### config.mk
export PLATFORM = sky130hd
export DESIGN_NAME = tbvc_cordic_stage
export DESIGN_NICKNAME = d
export VERILOG_FILES = /design/src/rtl/core/tbvc_pkg.sv /design/src/rtl/core/tbvc_cordic_stage.sv
export SDC_FILE = /design/constraint.sdc
export NUM_CORES = 1
export LEC_CHECK = 0
export CAP_MARGIN = 40
export CORE_MARGIN = 4
export CORE_UTILIZATION = 25
export CTS_CLUSTER_SIZE = 10
export DETAILED_ROUTE_END_ITERATION = 8
export DONT_BUFFER_PORTS = 1
export SKIP_CTS_REPAIR_TIMING = 1
export SYNTH_ARGS = -nofsm -noshare
export SYNTH_HDL_FRONTEND = slang
export SYNTH_SLANG_ARGS = --single-unit
### constraint.sdc
create_clock -name clock -period 4.5 [get_ports clock]
set_input_delay 0.45 -clock clock [delete_from_list [all_inputs] [get_ports clock]]
set_output_delay 0.45 -clock clock [all_outputs]
set_load 0.05 [all_outputs]
### src/rtl/core/tbvc_pkg.sv
// Package for the target bearing velocity command block.
// Constants, arctangent table and shared helpers; no dependencies.
`timescale 1ns / 1ps
`default_nettype none
package tbvc_pkg;
   localparam int CORDIC_STAGES_DEF = 16;
   localparam int POS_WIDTH_DEF = 32;
   localparam int GUARD_BITS = 16;
   localparam int CFG_ADDR_WIDTH = 4;
   localparam logic [31:0] KINV_Q30 = 32'd652032874;

   localparam logic [1:0] REG_TARGET_X = 2'd0;
   localparam logic [1:0] REG_TARGET_Y = 2'd1;
   localparam logic [1:0] REG_SPEED_GAIN = 2'd2;
   localparam logic [1:0] REG_HEADING_GAIN = 2'd3;

   function automatic logic [31:0] atan_entry(input logic [4:0] idx);
      logic [31:0] r;
      begin
         unique case (idx)
            5'd0: r = 32'h20000000;  5'd1: r = 32'h12E4051E;
            5'd2: r = 32'h09FB385B;  5'd3: r = 32'h051111D4;
            5'd4: r = 32'h028B0D43;  5'd5: r = 32'h0145D7E1;
            5'd6: r = 32'h00A2F61E;  5'd7: r = 32'h00517C55;
            5'd8: r = 32'h0028BE53;  5'd9: r = 32'h00145F2F;
            5'd10: r = 32'h000A2F98; 5'd11: r = 32'h000517CC;
            5'd12: r = 32'h00028BE6; 5'd13: r = 32'h000145F3;
            5'd14: r = 32'h0000A2FA; 5'd15: r = 32'h0000517D;
            5'd16: r = 32'h000028BE; 5'd17: r = 32'h0000145F;
            5'd18: r = 32'h00000A30; 5'd19: r = 32'h00000518;
            5'd20: r = 32'h0000028C; 5'd21: r = 32'h00000146;
            5'd22: r = 32'h000000A3; 5'd23: r = 32'h00000051;
            5'd24: r = 32'h00000029; 5'd25: r = 32'h00000014;
            5'd26: r = 32'h0000000A; 5'd27: r = 32'h00000005;
            5'd28: r = 32'h00000003; 5'd29: r = 32'h00000001;
            5'd30: r = 32'h00000001; default: r = 32'h00000000;
         endcase
         return r;
      end
   endfunction

   function automatic logic signed [15:0] sat16(input logic signed [63:0] v);
      logic signed [15:0] r;
      begin
         if (v > 64'sd32767) r = 16'sh7FFF;
         else if (v < -64'sd32768) r = -16'sh8000;
         else r = v[15:0];
         return r;
      end
   endfunction
endpackage
`default_nettype wire

### src/rtl/core/tbvc_cordic_stage.sv
// One registered micro-rotation of the vectoring and rotation CORDIC pair.
// Depends on tbvc_pkg.
`timescale 1ns / 1ps
`default_nettype none
module tbvc_cordic_stage
   import tbvc_pkg::*;
#(
   parameter int STAGE = 0,
   parameter int DW = 50,
   parameter int CW = 2 + 16 + 16 + 2 + 16
) (
   input wire logic clock,
   input wire logic reset,
   input wire logic enable,
   input wire logic in_valid,
   input wire logic signed [DW-1:0] in_x,
   input wire logic signed [DW-1:0] in_y,
   input wire logic [31:0] in_z,
   input wire logic signed [34:0] in_vx,
   input wire logic signed [34:0] in_vy,
   input wire logic [CW-1:0] in_side,
   output logic out_valid,
   output logic signed [DW-1:0] out_x,
   output logic signed [DW-1:0] out_y,
   output logic [31:0] out_z,
   output logic signed [34:0] out_vx,
   output logic signed [34:0] out_vy,
   output logic [CW-1:0] out_side
);
   localparam logic [4:0] IDX = 5'(STAGE);
   logic valid_ff;
   logic signed [DW-1:0] x_ff, y_ff, x_in, y_in;
   logic [31:0] z_ff, z_in;
   logic signed [34:0] vx_ff, vy_ff, vx_in, vy_in;
   logic [CW-1:0] side_ff;

   always_comb begin
      if (in_y > 0) begin
         x_in = in_x + (in_y >>> STAGE);
         y_in = in_y - (in_x >>> STAGE);
         z_in = in_z + atan_entry(IDX);
         vx_in = in_vx - (in_vy >>> STAGE);
         vy_in = in_vy + (in_vx >>> STAGE);
      end else begin
         x_in = in_x - (in_y >>> STAGE);
         y_in = in_y + (in_x >>> STAGE);
         z_in = in_z - atan_entry(IDX);
         vx_in = in_vx + (in_vy >>> STAGE);
         vy_in = in_vy - (in_vx >>> STAGE);
      end
   end

   always_ff @(posedge clock) begin
      if (reset) begin
         valid_ff <= 1'b0;
      end else if (enable) begin
         valid_ff <= in_valid;
      end
      if (enable) begin
         x_ff <= x_in;
         y_ff <= y_in;
         z_ff <= z_in;
         vx_ff <= vx_in;
         vy_ff <= vy_in;
         side_ff <= in_side;
      end
   end

   assign out_valid = valid_ff;
   assign out_x = x_ff;
   assign out_y = y_ff;
   assign out_z = z_ff;
   assign out_vx = vx_ff;
   assign out_vy = vy_ff;
   assign out_side = side_ff;
endmodule
`default_nettype wire

### Yosys cells after proc, flatten, opt, wreduce, memory -nomap -nowiden

Index checks and enable logic that the tools add are counted.

* input bits: 258
* flip-flop bits (word level): 255

* add/subtract/negate cells: 8
* $lt $le $gt $ge: 1
* multiplexer cells: 5

Operators with widths (count)
* $mux W50: 2
* $sub A50 B50 Y50: 2
* $mux W35: 2
* $sub A35 B35 Y35: 2
* $add A50 B50 Y50: 1
* $gt A50 B1 Y1 const B: 1
* $add A35 B35 Y35: 1
* $add A32 B30 Y32 const B: 1
* $mux W32: 1
* $sub A32 B30 Y32 const B: 1

### Logic depth before layout (Yosys ltp)

Gate-level depths: netlist of the first run.

* word-level depth: 2
* depth in mapped cells: 14
* depth with buffers taken out: 13

### Worst setup path after synthesis of the first run

Ideal clock, no wire load.

* path type: input to register
* start: input port in_y[0]
* end: register y_ff[48] (netlist: out_y[48]), data pin
* data required time: 4.239 ns
* path buffers: 0
* arrival: 2.939 ns
* setup slack: 1.300 ns
* stages: 13
* cell sequence: inv_1 -> ha_1 -> fa_1 -> nand2b_1 -> a21oi_1 -> o21ai_1 -> o21a_1 -> o221a_2 -> o21a_1 -> o311ai_1 -> a22o_1 -> o21ai_0 -> xnor2_1

* word-level cells in the longest chain between the ends: 2

RTL lines
* from (decl): line tbvc_cordic_stage.sv:17 `input wire logic signed [DW-1:0] in_y,`
* $add A50 B50 Y50, or another cell as far along: line tbvc_cordic_stage.sv:46 `y_in = in_y + (in_x >>> STAGE);`
* $mux W50 *: line tbvc_cordic_stage.sv:38 `if (in_y > 0) begin`
* net y_in[48]: line tbvc_cordic_stage.sv:32 `logic signed [DW-1:0] x_ff, y_ff, x_in, y_in;`
* to (signal assigned): line tbvc_cordic_stage.sv:61 `y_ff <= y_in;`
* to (decl): line tbvc_cordic_stage.sv:32

Mark *: on every way through the listed nets, which the timed path passes. The rest lies on a longest branch.
A chain may end at the register's enable or synchronous reset.

### Final worst setup path of the first run

* start: input port in_y[45]
* end: register vy_ff[33] (netlist: out_vy[33]), data pin

* word-level cells in the longest chain between the ends: 2

RTL lines
* $gt A50 B1 Y1: line tbvc_cordic_stage.sv:38
* $mux W35: line tbvc_cordic_stage.sv:38
* net vy_in[33]: line tbvc_cordic_stage.sv:34 `logic signed [34:0] vx_ff, vy_ff, vx_in, vy_in;`
* to (signal assigned): line tbvc_cordic_stage.sv:64 `vy_ff <= vy_in;`
* to (decl): line tbvc_cordic_stage.sv:34

The timed path passes the listed nets, and every way through them passes these cells.

==> results of run 1 <==
-- cells in the final DEF, fill, tap and decap left out, types with 54 or more instances in the layout --
cell type	netlist	layout
a21oi_1	329	329
buf_4	2	54
dlygate4sd3_1	0	83
edfxtp_1	252	252
ha_1	251	251
inv_1	247	247
nand2_1	139	139
nor2_1	221	220
o21ai_0	174	174
o21bai_1	58	58
xnor2_1	145	145
-- area by class of cell --
cell class,count,area [um2]
Antenna cell,1,2.50
Clock buffer,39,912
Clock inverter,18,226
Fill cell,9541,64100
Inverter,257,970
Multi-Input combinational cell,1997,13800
Sequential cell,253,7590
Tap cell,1176,1470
Timing Repair Buffer,142,1330
-- through the flow --
step                      instance area (um2)  utilization [%]  hold slack, ns  setup WS, ns  total power (W)
after detailed placement                24300             26.9           0.525         0.375          0.00695
after floorplan                         22900                -           0.522          1.30          0.00604
final                                   26300             29.1          0.0646         0.997          0.00989
after CTS                               25500             28.2          -0.126          1.03          0.00995
after global routing                    26300             29.1          0.0340         0.769           0.0104
after global placement                  24300             26.9           0.526         0.437          0.00697
-- metal layers --
| metal | track usage (%) | vias to the layer above | share of wire [%] |
|---|---|---|---|
| li1 | - | 9609 | - |
| met3 | 6.67 | 161 | 10 |
| met5 | 0 | - | 0 |
| met4 | 5.79 | 0 | 3.2 |
| met1 | 22.3 | 10000 | 38 |
| met2 | 32.9 | 939 | 49 |
-- sequential cells by signal (all words and copies together) (netlist names) --
signal     count
out_side      52
out_valid      1
out_vx        35
out_vy        34
out_x         50
out_y         49
out_z         32
-- logic make-up (layout without fill, tap and decap cells) --
group | count (synthesis) | count (layout) | synth area share (%)
compound gates | 893 | 893 | 24.8
xor+xnor | 166 | 166 | 6.36
fa+ha+maj | 258 | 258 | 14.3
buf+inv | 376 | 456 | 6.40
flops | 253 | 253 | 33.2
mux | 37 | 37 | 1.64
other cells | 0 | 1 | 0
simple gates | 643 | 643 | 13.3
-- power groups by stage --
stage          Clock, W  Combinational, W  Sequential, W
6_report        0.00287           0.00255        0.00447
5_1_grt         0.00308           0.00275        0.00452
4_1_cts         0.00301           0.00244        0.00450
3_5_place_dp          0           0.00241        0.00454
3_3_place_gp          0           0.00242        0.00455
2_1_floorplan         0           0.00169        0.00435
-- path summary, 6_finish.rpt --
| kind | start | to | slack (ns) | depth (start not counted) |
|---|---|---|---|---|
| max | in_y[45] | out_vy[33] | 1.0 | 10 |
| min | in_valid | out_valid | 0.06 | 2 |
| max reg2reg | out_valid | out_valid | 3.49 | 2 |
| min reg2reg | out_valid | out_valid | 0.81 | 2 |
==> out/metrics.cfg, run 1 <==
[job]
maxCapViolations = 0

[yosys]
synth_warnings = 0
ys_ff_latch = 253
synth_most_common_cell = a21oi_1
synth_area_per_cell_um2 = 8.71
synth_flop_cell = edfxtp_1
syn_inst = 2626
synth.yosys.seq_area_share_pct = 33.2
syn_nets = 3142
synth.distinct_cells = 92
synth_common_cells = a21oi_1 (329), edfxtp_1 (252), ha_1 (251)
yosysTopAreaCellShare_pct = 33.1
yosys.area.top_type = edfxtp_1
syn_area_um2 = 22900
synth_area_leaders = edfxtp_1 (33%), ha_1 (14%), a21oi_1 (7.2%), xnor2_1 (5.6%), inv_1 (4.1%)
ys_async_sr_fraction_pct = 0
synth-edff-count = 252

[detailed_routing]
drt_iter0_drc = 2112
drc = 0
vias = 20800
ant_nets = 0
via_per_inst = 5.34
drt-wirelength-per-cell_um = 25.2
finalWirelength_mm = 98.0
firstDrtPassIters = 8

[die]
die_width_um = 310
core_um2 = 90400
dieArea_um2 = 96400
fp-row-count = 110
fp.dieH_um = 310
initial_core_util_pct = 25.3
io_pins = 513

[power]
p_clk_share_pct = 29.1
powerDensity_nw_per_um2 = 376
peakVddDrop_uv = 268
p_leak_nw = 10.4
p_int_w = 0.00570
comb_power_share_pct = 25.8
seqPwrFrac_pct = 45.2
switchingPower_w = 0.00419
sw_frac_of_total_pct = 42.4

[critical_path]
cp_cell_sequence = nor4_1 > nand4_1 > nor4_1 > nor2_4 > a2111oi_0 > buf_4 > o21ai_0 > o22ai_1 > o41ai_1 > xnor2_1
cp_num_buf_inv = 1
crit_family = simple AND/OR/NAND/NOR gates
crit_path_start_kind = primary input
crit_required_ns = 4.81
cpMaxStageDelayCell = nor4_1
crit_top_cell = nor4_1
worstPathArrival_ns = 3.81
worst_setup_path_end_kind = register
critPathMaxFanout = 6
worstSetupPathType = primary input to register
slowest_delay_ns = 0.73

[final_layout]
drive_gt1_share_pct = 5.80
fin_cells = 3883
fin_nets = 3203
syn_to_final_growth_pct = 15.1

[sta]
setup_viol = 0
fin_worst_skew_ns = 0
min_period_ns = 3.50
maxSlewHeadroom_pct = 34.4
rsz0062_at_grt = no
tightestPinTransition_ns = 0.976
max_freq_mhz = 285
hold_violations = 0
drv_slew = 0
fin_crit_sh_pct = 77.9
tns_ns = 0

[place]
io_buffers = 0
dp.cells = 3741
place.gp.congestion = 0.980
hpwl_mm = 78.2

[global_route]
antenna_found_initial = 3
first_global_vias = 19700
grt_first_pass_wirelength_mm = 136
grt_max_degree = 254
grt_overflow = 0
grt.total_usage_pct = 19.1

[cts]
clk_latency_ns = 0.59
cts_made_buffers = 36
cts_sinks = 253
cts_tree = done
root_buffer = clkbuf_16
clock_path_buffers = 3
cts_htree_levels = 2
path_clk_slew_ns = 0.06

[run_status]
status = finished clean

[worst_hold_path]
hp-class = primary input to register

Power figures use the tool's default switching activity.
==> run 2: changes to the inputs <==
Settings changed: ABC_AREA from default to 1.
Clock period 4.5 ns to 2.9 ns, I/O delays scaled along.
==> run 2 against run 1 <==
Effect of this change: combinational power is 110% higher; setup slack worse by 0.69 ns; first-iteration DRC count is 33% higher; register-to-register slack worse by 2.2 ns; synthesized cell count is 61% higher; die area is 22% higher; count of clock-buffer cells in the layout is 11 higher; worst hold slack worse by 0.026 ns; largest power group unchanged; power is 66% higher.
==> out/metrics.cfg, run 2 <==
[detailed_routing]
drt-met1-wl_mm = 55.8
drt_iter0_drc = 2812
drt-wirelength-per-cell_um = 24.0
top_layer = met4
wl_met2_mm = 69.1
drc = 0
via_per_inst = 4.98
firstDrtPassIters = 6
ant_nets = 0
finalWirelength_mm = 143
wl_met3_mm = 11.6
vias = 29500

[power]
p_leak_nw = 15.8
powerDensity_nw_per_um2 = 506
power_w = 0.0164
peakVddDrop_uv = 343

[global_route]
antenna_found_initial = 5
grt.total_usage_pct = 23.1
grt_first_pass_wirelength_mm = 197
grt_max_degree = 254
grt_overflow = 0
first_global_vias = 28300

[final_layout]
layout_commonest_cell = nand2_1
regArea_um2 = 7590
syn_to_final_growth_pct = 16.3
fin_nets = 4940
drive_gt1_share_pct = 8.20
largest_reg_flops = 52
multiInputGateArea_um2 = 17000
fillers = 12400
n_antenna_cell = 0
layout_common_cells = nand2_1 (1204), inv_1 (673), nand3_1 (393)

[yosys]
syn_nets = 4756
synth-edff-count = 252
synth_area_per_cell_um2 = 6.59
ys_async_sr_fraction_pct = 0
synth.yosys.seq_area_share_pct = 27.2
yosys.area.top_type = edfxtp_1
synth_area_leaders = edfxtp_1 (27%), nand2_1 (16%), ha_1 (11%), inv_1 (9.0%), nand3_1 (7.0%)
ys_ff_latch = 253
syn_inst = 4240
synth_most_common_cell = nand2_1
yosysTopAreaCellShare_pct = 27.1
synth_warnings = 0
synth.distinct_cells = 50
synth_common_cells = nand2_1 (1204), inv_1 (673), nand3_1 (393)
synth_flop_cell = edfxtp_1
syn_area_um2 = 27900

[die]
initial_core_util_pct = 25.2
fp.dieH_um = 342
core_um2 = 111000
dieArea_um2 = 117000
die_width_um = 342
fp-row-count = 122
io_pins = 513

[sta]
tightestPinTransition_ns = 1.11
min_period_ns = 2.59
drv_slew = 0
setup_viol = 0
max_freq_mhz = 386
rsz0062_at_grt = no
tns_ns = 0
hold_violations = 0
fin_crit_sh_pct = 89.3
fin_worst_skew_ns = 0
maxSlewHeadroom_pct = 26.2

[cts]
cts_sinks = 253
root_buffer = clkbuf_16
cts_made_buffers = 36
path_clk_slew_ns = 0.06
cts_htree_levels = 2
cts_tree = done
clock_path_buffers = 3
clk_latency_ns = 0.57

[run_status]
status = finished clean

[critical_path]
crit_path_start_kind = primary input
crit_required_ns = 3.25
worst_setup_path_end_kind = register
worstSetupPathType = primary input to register
reg2regPathDepth = 3
critPathMaxFanout = 3
worstPathArrival_ns = 2.94

[place]
io_buffers = 0
hpwl_mm = 121
place.gp.congestion = 1.01

[worst_hold_path]
hp-class = primary input to register
worst_hold_path.num_cells = 3

[job]
maxCapViolations = 0

-- run 2: changes by cell type after synthesis, sizes merged, moves of 32 or more --
cell	change
a21o	-32
buf	+56
clkbuf	-65
inv	+435
mux2i	-33
nand2	+1104
nand2b	-32
nand3	+356
nor2	+166
nor2b	-35
o21ai	+91
xnor2	-141
xor2	+53
-- run 2: per-stage QoR --
stage                     cells  hold WS [ns]  area, um2  setup slack [ns]  util, %
final                      5937        0.0389      32500             0.311     29.3
after global routing       5937        0.0251      32500             0.223     29.3
after CTS                  5846        -0.255      31500             0.670     28.5
after detailed placement   5783         0.364      30400            0.0385     27.4
after global placement     5782         0.365      30400           0.00595     27.4
after floorplan            4240         0.362      27900             0.785        -
-- run 2: per-layer routing --
metal | vias to the layer above | global-route usage, %
li1 | 14100 | -
met2 | 1309 | 40.4
met3 | 222 | 5.20
met5 | - | 0
met1 | 13900 | 27.5
met4 | 0 | 8.59
-- run 2: path summary, 6_finish.rpt --
kind,from,to,slack [ns]
worst max-delay path,in_vy[0],out_vx[16],0.31
worst min register to register,out_valid,out_valid,1.40
worst max register to register,out_valid,out_valid,1.30
worst min-delay path,in_z[31],out_z[31],0.04
-- run 2: layout make-up --
| class | count | share of cell area (%) |
|---|---|---|
| Multi-Input combinational cell | 3192 | 52.5 |
| Clock inverter | 13 | 0.535 |
| Clock buffer | 50 | 2.94 |
| Inverter | 685 | 7.92 |
| Timing Repair Buffer | 256 | 7.06 |
| Sequential cell | 253 | 23.4 |
| Tap cell | 1488 | 5.73 |
-- run 2: worst max-delay path, stage by stage --
cell	delay [ns]
dlygate4sd3_1	0.56
ha_1	0.26
fa_1	0.47
o21ai_0	0.26
inv_1	0.09
nor2_1	0.20
o21ai_1	0.14
nand2_1	0.22
xor2_1	0.09
o21ai_0	0.36
-- run 2: power by group --
group	total (W)	internal, W	switching (W)	leakage [nW]
clock network	0.00452	0.00258	0.00194	0.533
registers	0.00663	0.00466	0.00198	2.47
logic	0.00528	0.00166	0.00361	12.8
total	0.0164	0.00890	0.00753	15.8
-- run 2: cells by family after synthesis --
family / synth area share (%)
and+or+nand+nor: 33.6
buffers and inverters: 11.9
AOI/OAI and AO/OA: 13.2
adders and majority gates: 11.7
DFF: 27.2
xor gates and xnor gates: 2.45
muxes: 0.0358
